===== src/sv/tpbf_pkg.sv =====
// Shared types and constants of the text page break finder.
// Used by the front, queue, back, top level and checker; depends on nothing.
package tpbf_pkg;

    // Byte classes as the front sees them, without any layout context.
    typedef enum logic [2:0] {
        CLS_ZERO,
        CLS_CR,
        CLS_LF,
        CLS_LEAD,
        CLS_ZW,
        CLS_HALF
    } cls_t;

    typedef struct packed {
        cls_t cls;
        logic hi_trail;
        logic eot;
    } item_t;

    typedef struct packed {
        logic full;
        logic empty;
    } q_status_t;

    typedef struct packed {
        logic [6:0] glyph_size;
        logic [9:0] width_limit;
        logic [9:0] bottom_limit;
        logic [9:0] top_y;
    } cfg_t;

    typedef enum logic [1:0] {
        REG_GLYPH_SIZE,
        REG_WIDTH_LIMIT,
        REG_BOTTOM_LIMIT,
        REG_TOP_Y
    } reg_idx_t;

    localparam logic [1:0] REASON_FULL = 2'd0;
    localparam logic [1:0] REASON_END  = 2'd1;
    localparam logic [1:0] REASON_WIDE = 2'd2;

    localparam logic [6:0] GLYPH_SIZE_RESET   = 7'd16;
    localparam logic [9:0] WIDTH_LIMIT_RESET  = 10'd385;
    localparam logic [9:0] BOTTOM_LIMIT_RESET = 10'd290;
    localparam logic [9:0] TOP_Y_RESET        = 10'd44;

    localparam logic [7:0] BYTE_NUL   = 8'h00;
    localparam logic [7:0] BYTE_CR    = 8'h0D;
    localparam logic [7:0] BYTE_LF    = 8'h0A;
    localparam logic [7:0] LEAD_LOW   = 8'h81;
    localparam logic [7:0] LEAD_HIGH  = 8'hFE;
    localparam logic [7:0] TRAIL_FULL = 8'h40;
    localparam logic [7:0] HIGH_BIT   = 8'h80;
    localparam logic [7:0] LINE_GAP   = 8'd4;

    localparam int QUEUE_DEPTH = 4;
    localparam int QPTR_W      = 2;

endpackage


===== src/sv/tpbf_front.sv =====
// Front part of the page break finder: accepts text bytes and classifies them.
// Depends on tpbf_pkg; pushes classified items into tpbf_queue.
module tpbf_front (
    input  logic              in_valid,
    output logic              in_stall,
    input  logic [7:0]        text_byte,
    input  logic              end_of_text,
    input  tpbf_pkg::q_status_t q_stat,
    output logic              q_push,
    output tpbf_pkg::item_t   q_item
);
    import tpbf_pkg::*;

    cls_t cls;

    always_comb
    begin
        if (text_byte == BYTE_NUL)
        begin
            cls = CLS_ZERO;
        end
        else if (text_byte == BYTE_CR)
        begin
            cls = CLS_CR;
        end
        else if (text_byte == BYTE_LF)
        begin
            cls = CLS_LF;
        end
        else if (text_byte inside {[LEAD_LOW:LEAD_HIGH]})
        begin
            cls = CLS_LEAD;
        end
        else if (text_byte >= HIGH_BIT)
        begin
            cls = CLS_ZW;
        end
        else
        begin
            cls = CLS_HALF;
        end
    end

    assign in_stall        = q_stat.full;
    assign q_push          = in_valid && !q_stat.full;
    assign q_item.cls      = cls;
    // Only meaningful when the byte turns out to be a trail byte.
    assign q_item.hi_trail = (text_byte >= TRAIL_FULL);
    assign q_item.eot      = end_of_text;

endmodule


===== src/sv/tpbf_queue.sv =====
// Short queue of classified items between the front and back parts.
// Depends on tpbf_pkg for the item type and the queue depth.
module tpbf_queue (
    input  logic                clk,
    input  logic                rst_n,
    input  logic                push,
    input  tpbf_pkg::item_t     push_item,
    input  logic                pop,
    output tpbf_pkg::item_t     head_item,
    output tpbf_pkg::q_status_t stat
);
    import tpbf_pkg::*;

    item_t              entry_reg [QUEUE_DEPTH];
    logic [QPTR_W-1:0]  wr_ptr_reg;
    logic [QPTR_W-1:0]  rd_ptr_reg;
    logic [QPTR_W:0]    count_reg;
    logic               do_push;
    logic               do_pop;

    assign stat.full  = (count_reg == (QPTR_W+1)'(QUEUE_DEPTH));
    assign stat.empty = (count_reg == '0);
    assign do_push    = push && !stat.full;
    assign do_pop     = pop && !stat.empty;
    assign head_item  = entry_reg[rd_ptr_reg];

    always_ff @(posedge clk or negedge rst_n)
    begin
        if (!rst_n)
        begin
            wr_ptr_reg <= '0;
            rd_ptr_reg <= '0;
            count_reg  <= '0;
        end
        else
        begin
            if (do_push)
            begin
                wr_ptr_reg <= wr_ptr_reg + 1'b1;
            end
            if (do_pop)
            begin
                rd_ptr_reg <= rd_ptr_reg + 1'b1;
            end
            if (do_push && !do_pop)
            begin
                count_reg <= count_reg + 1'b1;
            end
            else if (do_pop && !do_push)
            begin
                count_reg <= count_reg - 1'b1;
            end
        end
    end

    always_ff @(posedge clk)
    begin
        if (do_push)
        begin
            entry_reg[wr_ptr_reg] <= push_item;
        end
    end

endmodule


===== src/sv/tpbf_back.sv =====
// Back part of the page break finder: line layout state and the result register.
// Depends on tpbf_pkg; takes one item from tpbf_queue per cycle unless stalled.
module tpbf_back #(
    parameter int LINE_BYTES = 256
) (
    input  logic                clk,
    input  logic                rst_n,
    input  tpbf_pkg::cfg_t      cfg,
    input  tpbf_pkg::q_status_t q_stat,
    input  tpbf_pkg::item_t     q_item,
    output logic                q_pop,
    output logic                out_valid,
    input  logic                out_stall,
    output logic [15:0]         page_bytes,
    output logic [1:0]          end_reason
);
    import tpbf_pkg::*;

    localparam int LBW = $clog2(LINE_BYTES);
    localparam logic [LBW:0] LINE_LIMIT = (LBW+1)'(LINE_BYTES - 2);

    logic [10:0]    cursor_reg,    cursor_next;
    logic [10:0]    width_reg,     width_next;
    logic [LBW-1:0] lbytes_reg,    lbytes_next;
    logic [15:0]    consumed_reg,  consumed_next;
    logic [15:0]    committed_reg, committed_next;
    logic           lead_reg,      lead_next;
    logic           cr_reg,        cr_next;
    logic           done_reg,      done_next;
    logic           open_reg,      open_next;
    logic           out_valid_reg;
    logic [15:0]    page_bytes_reg;
    logic [1:0]     end_reason_reg;
    logic           res_valid;
    logic [15:0]    res_bytes;
    logic [1:0]     res_reason;

    function automatic logic [15:0] sat_add(input logic [15:0] a, input logic [1:0] n);
        logic [16:0] s;
        s = {1'b0, a} + 17'(n);
        return s[16] ? 16'hFFFF : s[15:0];
    endfunction

    assign q_pop = !q_stat.empty && (!out_valid_reg || !out_stall);

    // One full layout step per item: pending CR or lead byte, the byte itself,
    // then the end-of-text handling, all on a working copy of the state.
    always_comb
    begin
        logic [11:0]    cy;
        logic [10:0]    lw;
        logic [LBW-1:0] lb;
        logic [15:0]    cons;
        logic [15:0]    comm;
        logic           lp;
        logic           crp;
        logic           pd;
        logic [7:0]     lh;
        logic [6:0]     half;
        logic           fresh;
        logic           do_place;
        logic           do_end;
        logic           placed;
        logic [1:0]     plen;
        logic [6:0]     pw;

        cy        = open_reg ? {1'b0, cursor_reg} : {2'b0, cfg.top_y};
        lw        = width_reg;
        lb        = lbytes_reg;
        cons      = consumed_reg;
        comm      = committed_reg;
        lp        = lead_reg;
        crp       = cr_reg;
        pd        = done_reg;
        lh        = {1'b0, cfg.glyph_size} + LINE_GAP;
        half      = cfg.glyph_size >> 1;
        fresh     = 1'b0;
        do_place  = 1'b0;
        do_end    = 1'b0;
        placed    = 1'b0;
        plen      = 2'd1;
        pw        = '0;
        res_valid = 1'b0;
        res_bytes = committed_reg;
        res_reason = REASON_FULL;

        if (!pd)
        begin
            if (crp)
            begin
                crp = 1'b0;
                if (q_item.cls == CLS_LF)
                begin
                    cons = sat_add(cons, 2'd2);
                    cy   = cy + 12'(lh);
                    comm = cons;
                end
                else
                begin
                    cons  = sat_add(cons, 2'd1);
                    cy    = cy + 12'(lh);
                    comm  = cons;
                    fresh = 1'b1;
                end
            end
            else if (lp)
            begin
                lp       = 1'b0;
                do_place = 1'b1;
                if (q_item.cls == CLS_ZERO)
                begin
                    // Lead byte followed by a terminator stands alone at zero width.
                    plen   = 2'd1;
                    pw     = '0;
                    do_end = 1'b1;
                end
                else
                begin
                    plen = 2'd2;
                    pw   = q_item.hi_trail ? cfg.glyph_size : half;
                end
            end
            else
            begin
                fresh = 1'b1;
            end
        end

        if (fresh)
        begin
            case (q_item.cls)
                CLS_ZERO:
                begin
                    do_end = 1'b1;
                end
                CLS_CR, CLS_LF:
                begin
                    if (lb != '0)
                    begin
                        cy   = cy + 12'(lh);
                        lw   = '0;
                        lb   = '0;
                        comm = cons;
                    end
                    if ((cy + 12'(lh)) > {2'b0, cfg.bottom_limit})
                    begin
                        pd         = 1'b1;
                        res_valid  = 1'b1;
                        res_bytes  = comm;
                        res_reason = REASON_FULL;
                    end
                    else if (q_item.cls == CLS_LF)
                    begin
                        cons = sat_add(cons, 2'd1);
                        cy   = cy + 12'(lh);
                        comm = cons;
                    end
                    else
                    begin
                        crp = 1'b1;
                    end
                end
                CLS_LEAD:
                begin
                    if (lb == '0 && (cy + 12'(lh)) > {2'b0, cfg.bottom_limit})
                    begin
                        pd         = 1'b1;
                        res_valid  = 1'b1;
                        res_bytes  = comm;
                        res_reason = REASON_FULL;
                    end
                    else
                    begin
                        lp = 1'b1;
                    end
                end
                CLS_ZW:
                begin
                    do_place = 1'b1;
                    plen     = 2'd1;
                    pw       = '0;
                end
                default:
                begin
                    do_place = 1'b1;
                    plen     = 2'd1;
                    pw       = half;
                end
            endcase
        end

        if (q_item.eot)
        begin
            if (!pd && crp)
            begin
                // A lone CR at the end still counts as one newline byte.
                crp  = 1'b0;
                cons = sat_add(cons, 2'd1);
                cy   = cy + 12'(lh);
                comm = cons;
            end
            if (!pd && lp)
            begin
                lp       = 1'b0;
                do_place = 1'b1;
                plen     = 2'd1;
                pw       = '0;
            end
        end

        if (do_place && !pd)
        begin
            if (lb != '0)
            begin
                if ((({1'b0, lb} + (LBW+1)'(plen)) < LINE_LIMIT) &&
                    (({1'b0, lw} + 12'(pw)) <= {2'b0, cfg.width_limit}))
                begin
                    lb     = lb + LBW'(plen);
                    lw     = lw + 11'(pw);
                    cons   = sat_add(cons, plen);
                    placed = 1'b1;
                end
                else
                begin
                    cy   = cy + 12'(lh);
                    lw   = '0;
                    lb   = '0;
                    comm = cons;
                end
            end
            if (!placed)
            begin
                if ((cy + 12'(lh)) > {2'b0, cfg.bottom_limit})
                begin
                    pd         = 1'b1;
                    res_valid  = 1'b1;
                    res_bytes  = comm;
                    res_reason = REASON_FULL;
                end
                else if (((LBW+1)'(plen) >= LINE_LIMIT) || ({3'b0, pw} > cfg.width_limit))
                begin
                    pd         = 1'b1;
                    res_valid  = 1'b1;
                    res_bytes  = comm;
                    res_reason = REASON_WIDE;
                end
                else
                begin
                    lb   = LBW'(plen);
                    lw   = 11'(pw);
                    cons = sat_add(cons, plen);
                end
            end
        end

        if ((do_end || q_item.eot) && !pd)
        begin
            if (lb != '0)
            begin
                cy   = cy + 12'(lh);
                lw   = '0;
                lb   = '0;
                comm = cons;
            end
            pd         = 1'b1;
            res_valid  = 1'b1;
            res_bytes  = comm;
            res_reason = REASON_END;
        end

        cursor_next = cy[10:0];
        if (q_item.eot)
        begin
            width_next     = '0;
            lbytes_next    = '0;
            consumed_next  = '0;
            committed_next = '0;
            lead_next      = 1'b0;
            cr_next        = 1'b0;
            done_next      = 1'b0;
            open_next      = 1'b0;
        end
        else
        begin
            width_next     = lw;
            lbytes_next    = lb;
            consumed_next  = cons;
            committed_next = comm;
            lead_next      = lp;
            cr_next        = crp;
            done_next      = pd;
            open_next      = 1'b1;
        end
    end

    always_ff @(posedge clk or negedge rst_n)
    begin
        if (!rst_n)
        begin
            cursor_reg    <= '0;
            width_reg     <= '0;
            lbytes_reg    <= '0;
            consumed_reg  <= '0;
            committed_reg <= '0;
            lead_reg      <= 1'b0;
            cr_reg        <= 1'b0;
            done_reg      <= 1'b0;
            open_reg      <= 1'b0;
            out_valid_reg <= 1'b0;
        end
        else
        begin
            if (q_pop)
            begin
                cursor_reg    <= cursor_next;
                width_reg     <= width_next;
                lbytes_reg    <= lbytes_next;
                consumed_reg  <= consumed_next;
                committed_reg <= committed_next;
                lead_reg      <= lead_next;
                cr_reg        <= cr_next;
                done_reg      <= done_next;
                open_reg      <= open_next;
            end
            if (q_pop && res_valid)
            begin
                out_valid_reg <= 1'b1;
            end
            else if (out_valid_reg && !out_stall)
            begin
                out_valid_reg <= 1'b0;
            end
        end
    end

    always_ff @(posedge clk)
    begin
        if (q_pop && res_valid)
        begin
            page_bytes_reg <= res_bytes;
            end_reason_reg <= res_reason;
        end
    end

    assign out_valid  = out_valid_reg;
    assign page_bytes = page_bytes_reg;
    assign end_reason = end_reason_reg;

endmodule


===== src/sv/text_page_break_finder.sv =====
// Top level of the text page break finder: configuration registers and the
// front, queue and back parts. Depends on tpbf_pkg, tpbf_front, tpbf_queue, tpbf_back.
//
// The block takes one GBK or ASCII text byte per cycle while in_stall is low and,
// for each text chunk ended by end_of_text, reports once how many bytes from the
// chunk start fit on one page under greedy line wrapping, along with why the page
// ended. It sustains one byte per clock unless the queue fills: the front
// classifies each byte as it is accepted, a four-entry queue holds classified
// bytes, and the back updates the layout state for one byte per cycle in a single
// step while no result is held stalled. The result is registered in the output
// register; while it waits there, up to four more bytes are still accepted into
// the queue. Bytes after the page is decided are consumed without effect until end
// of text. The configuration registers are written through a port that is always
// ready and take effect on the next byte; top_y applies from the next chunk on.
module text_page_break_finder #(
    parameter int LINE_BYTES = 256
) (
    input  logic        clk,
    input  logic        rst_n,
    input  logic        in_valid,
    output logic        in_stall,
    input  logic [7:0]  text_byte,
    input  logic        end_of_text,
    output logic        out_valid,
    input  logic        out_stall,
    output logic [15:0] page_bytes,
    output logic [1:0]  end_reason,
    input  logic        cfg_valid,
    output logic        cfg_ready,
    input  logic [1:0]  cfg_index,
    input  logic [9:0]  cfg_data
);
    import tpbf_pkg::*;

    logic [6:0] glyph_size_reg;
    logic [9:0] width_limit_reg;
    logic [9:0] bottom_limit_reg;
    logic [9:0] top_y_reg;
    cfg_t       cfg;
    q_status_t  q_stat;
    item_t      push_item;
    item_t      head_item;
    logic       q_push;
    logic       q_pop;

    assign cfg_ready = 1'b1;

    always_ff @(posedge clk or negedge rst_n)
    begin
        if (!rst_n)
        begin
            glyph_size_reg   <= GLYPH_SIZE_RESET;
            width_limit_reg  <= WIDTH_LIMIT_RESET;
            bottom_limit_reg <= BOTTOM_LIMIT_RESET;
            top_y_reg        <= TOP_Y_RESET;
        end
        else if (cfg_valid && cfg_ready)
        begin
            case (reg_idx_t'(cfg_index))
                REG_GLYPH_SIZE:   glyph_size_reg   <= cfg_data[6:0];
                REG_WIDTH_LIMIT:  width_limit_reg  <= cfg_data;
                REG_BOTTOM_LIMIT: bottom_limit_reg <= cfg_data;
                REG_TOP_Y:        top_y_reg        <= cfg_data;
                default:          ;
            endcase
        end
    end

    assign cfg.glyph_size   = glyph_size_reg;
    assign cfg.width_limit  = width_limit_reg;
    assign cfg.bottom_limit = bottom_limit_reg;
    assign cfg.top_y        = top_y_reg;

    tpbf_front u_front (
        .in_valid    (in_valid),
        .in_stall    (in_stall),
        .text_byte   (text_byte),
        .end_of_text (end_of_text),
        .q_stat      (q_stat),
        .q_push      (q_push),
        .q_item      (push_item)
    );

    tpbf_queue u_queue (
        .clk       (clk),
        .rst_n     (rst_n),
        .push      (q_push),
        .push_item (push_item),
        .pop       (q_pop),
        .head_item (head_item),
        .stat      (q_stat)
    );

    tpbf_back #(
        .LINE_BYTES (LINE_BYTES)
    ) u_back (
        .clk        (clk),
        .rst_n      (rst_n),
        .cfg        (cfg),
        .q_stat     (q_stat),
        .q_item     (head_item),
        .q_pop      (q_pop),
        .out_valid  (out_valid),
        .out_stall  (out_stall),
        .page_bytes (page_bytes),
        .end_reason (end_reason)
    );

endmodule


===== config.mk =====
export PLATFORM = sky130hd
export DESIGN_NAME = text_page_break_finder
export DESIGN_NICKNAME = d
export VERILOG_FILES = /design/src/sv/tpbf_pkg.sv /design/src/sv/tpbf_front.sv /design/src/sv/tpbf_queue.sv /design/src/sv/tpbf_back.sv /design/src/sv/text_page_break_finder.sv
export SDC_FILE = /design/constraint.sdc
export NUM_CORES = 1
export LEC_CHECK = 0
export BUFFER_PORTS_ARGS = -buffer_cell sky130_fd_sc_hd__buf_2
export CORE_ASPECT_RATIO = 0.9
export CORE_MARGIN = 2
export CORE_UTILIZATION = 25
export CTS_CLUSTER_DIAMETER = 100
export CTS_CLUSTER_SIZE = 40
export DETAILED_ROUTE_END_ITERATION = 8
export PLACE_DENSITY = 0.45
export SETUP_SLACK_MARGIN = 0.02
export SYNTH_ARGS = -nofsm -noshare
export SYNTH_HDL_FRONTEND = slang
export SYNTH_SLANG_ARGS = --single-unit

===== constraint.sdc =====
create_clock -name clk -period 17.1 [get_ports clk]
set_input_delay 0.855 -clock clk [delete_from_list [all_inputs] [get_ports clk]]
set_output_delay 0.855 -clock clk [all_outputs]
set_load 0.01 [all_outputs]

==> impl_metrics.csv <==
group,metric,value,unit
die,die_h,265,µm
pwr,p_leak,0.00826,µW
finish,layout_commonest_cell,"nand2_1",
detailed_routing,routed_wirelength,81400,µm
detailed_routing,first_pass_iters,6,
min_path,hold_path.class,"flip-flop to flip-flop",
sta,finalCritPeriodShare,93.0,%
finish,syn_to_final_growth,10.1,%
die,core,0.0748,mm²
global_routing,grt_pass1_vias,18600,
cts,cts_buffers,17,
cts,postCtsSetupRepairBufs,0,
detailed_routing,routedWlPerCell,24.0,µm
global_routing,antenna_found_initial,1,
detailed_routing,drc,0,
synthesis,syn_area_per_cell,7.78,µm²
finish,diodes,0,
detailed_routing,vias_per_cell,5.81,
finish,largest_register_ffs,20,
global_routing,overflow,0,
worst_setup_path,r2r_cells,67,
place,portBuffers,45,
place,place_ws,763,ps
global_routing,track_usage,20.5,%
finish,multi_input_area,0.0140,mm²
sta,setup_violations,0,
finish,fillerInstances,8056,
finish,most-common-layout-cells,"239 x nand2_1, 224 x nor2_1, 193 x a21oi_1, 152 x o21ai_0, 121 x ha_1",
worst_setup_path,critPathLaunchType,"flip-flop",
synthesis,synth_nets,2586,
place,placed_area,0.0202,mm²
synthesis,yosysSeqAreaShare,20.8,%
cts,cts-root-buf,"clkbuf_16",
finish,final_nets,2565,
cts,cts_sinks,149,
synthesis,ys_seq_elements,149,
worst_setup_path,max_stage_delay,740,ps
die,die-width,294,µm
place,routabilityCongestion,0.984,
min_path,hold_start,"u_back.cursor_reg[2]",
sta,fin_skew,22.2,ps
worst_setup_path,cp_data_arrival_time,16090,ps
min_path,hold_end,"u_back.cursor_reg[2]",
worst_setup_path,critPathCaptureType,"flip-flop",
finish,drive_above_1_share,12.2,%
place,dp_hpwl,62400,µm
global_routing,grt_pass1_wl,121000,µm
place,dp_cells,3357,
sta,fin_crit,15910,ps
synthesis,synthArstFlopShare,74.5,%
synthesis,synth_edf_count,38,
cts,insertion_delay,460,ps
sta,finalHoldViolCount,0,
finish,seq_area,0.00393,mm²
detailed_routing,vias,19700,
pwr,power,5130,µW
worst_setup_path,crit_type,"flip-flop to flip-flop",
sta,fin_ws,1190,ps
finish,fin_area,0.0208,mm²
flow_run,drv_cap,1,
synthesis,synth_cells,2427,
pwr,ir_drop,0.000120,V
detailed_routing,drt_iter0_drc,2151,
sta,max_slew.worst_pin.slew,1480,ps
status,violations,"max-capacitance violations",
cts,cts.clk_slew.worst_paths,70,ps
synthesis,yosys_warnings,0,
worst_setup_path,r2r-end,"u_back.page_bytes[13]",
finish,fin_cells,3389,
die,dieArea,0.0777,mm²
global_routing,grt_max_degree,60,
status,status,"finished, violations left",
worst_setup_path,reg2reg_slack,1190,ps
detailed_routing,antenna_left,0,
synthesis,synth_cell_type_count,124,
worst_setup_path,required,17280,ps
synthesis,syn_area,0.0189,mm²
worst_setup_path,cp_max_fo,34,
cts,cts_max_level,4,
cts,cts_tree,"yes",
die,ios,47,
worst_setup_path,slowest_stage,"ha_1",
min_path,hold-path-cell-count,2,
pwr,p_per_area,247,mW/mm²
worst_setup_path,setup.worst_path.start,"glyph_size_reg[2]",
worst_setup_path,r2r_start,"glyph_size_reg[2]",
die,rows,95,
sta,slew_viol_final,0,
sta,slew_headroom,0.375,%
sta,setup-tns-final,0,ps
cts,clock_path_buffers,2,
sta,max_freq,0.0629,GHz
sta,rsz0062_at_grt,"false",
die,initial_core_util,25.3,%
worst_setup_path,cpMostUsedCell,"a21oi_1",
synthesis,synth_flop_cell,"dfrtp_1",
cell usage after synthesis, types with 33 or more instances:
cell	number	share of area, %
inv_1	94	1.9
mux2i_1	48	2.5
nor3_1	53	1.4
mux2_2	58	3.5
xnor2_1	80	3.7
a21o_1	43	1.7
a21oi_1	194	5.1
xor2_1	42	1.9
nor2_1	226	4.5
a211oi_1	37	1.5
o21ai_0	156	4.1
nand4_1	34	1.1
nand3_1	78	2.1
edfxtp_1	38	6.0
nand2_1	241	4.8
ha_1	121	8.0
a31oi_1	37	1.2
and2_1	33	1.1
dfrtp_1	101	13
clkbuf_1	99	2.0
how the worst max path moves through the flow:
stage / end / slack (ps)
6_report: u_back.page_bytes[13] / 1190
5_1_grt: u_back.page_bytes[13] / 20
4_1_cts: u_back.committed_reg[3] / 680
3_5_place_dp: u_back.committed_reg[3] / 760
3_3_place_gp: u_back.committed_reg[3] / 1100
2_1_floorplan: u_back.end_reason[0] / 2610
timing repair:
| action | in CTS | in global routing |
|---|---|---|
| hold buffers | 0 | 0 |
| setup endpoints to repair | 0 | 55 |
| resized for setup | 0 | 7 |
area by class of cell:
| class | instances | area share, % |
|---|---|---|
| repair buffers | 101 | 3.12 |
| inverters | 98 | 1.77 |
| flip-flops and latches | 149 | 18.9 |
| clock buffers | 21 | 2.22 |
| clock inverters | 11 | 0.608 |
| multi-input cells | 2039 | 67.5 |
| well taps | 970 | 5.84 |
stage by stage:
stage / utilization, % / hold WS [ps]
4_1_cts: 27.8 / 482
6_report: 27.8 / 485
3_5_place_dp: 27.0 / 465
2_1_floorplan: - / 438
3_3_place_gp: 27.0 / 465
5_1_grt: 27.8 / 491
power breakdown:
part / internal (µW) / switching (µW)
Clock: 224 / 172
Combinational: 1430 / 2670
Sequential: 522 / 113
Total: 2170 / 2960
cells by family (layout without fill, tap and decap cells):
logic type | after synthesis | after routing | synth area share, %
mux | 114 | 114 | 6.86
compound gates | 800 | 800 | 28.7
other cells | 1 | 1 | 0.0199
xor+xnor | 123 | 123 | 5.75
simple gates | 859 | 859 | 22.8
buf+inv | 239 | 231 | 5.21
flops | 149 | 149 | 20.8
fa+ha+maj | 142 | 142 | 9.78
layer usage:
| layer | vias to the layer above | track usage [%] | part of all wire [%] |
|---|---|---|---|
| li1 | 9044 | - | - |
| met1 | 9664 | 29.2 | 47 |
| met2 | 854 | 31.4 | 43 |
| met3 | 144 | 3.44 | 7.0 |
| met4 | 0 | 6.01 | 3.2 |
| met5 | - | 0 | 0 |
critical path: cells and delay by family, from the launching register on:
family / cells / cell delay [ps]
adders and majority gates: 8 / 2890
DFF: 1 / 440
xor gates and xnor gates: 3 / 550
AOI/OAI and AO/OA: 24 / 4840
and+or+nand+nor: 22 / 4430
muxes: 3 / 790
buffers and inverters: 7 / 1590
(Power assumes the default switching activity.)
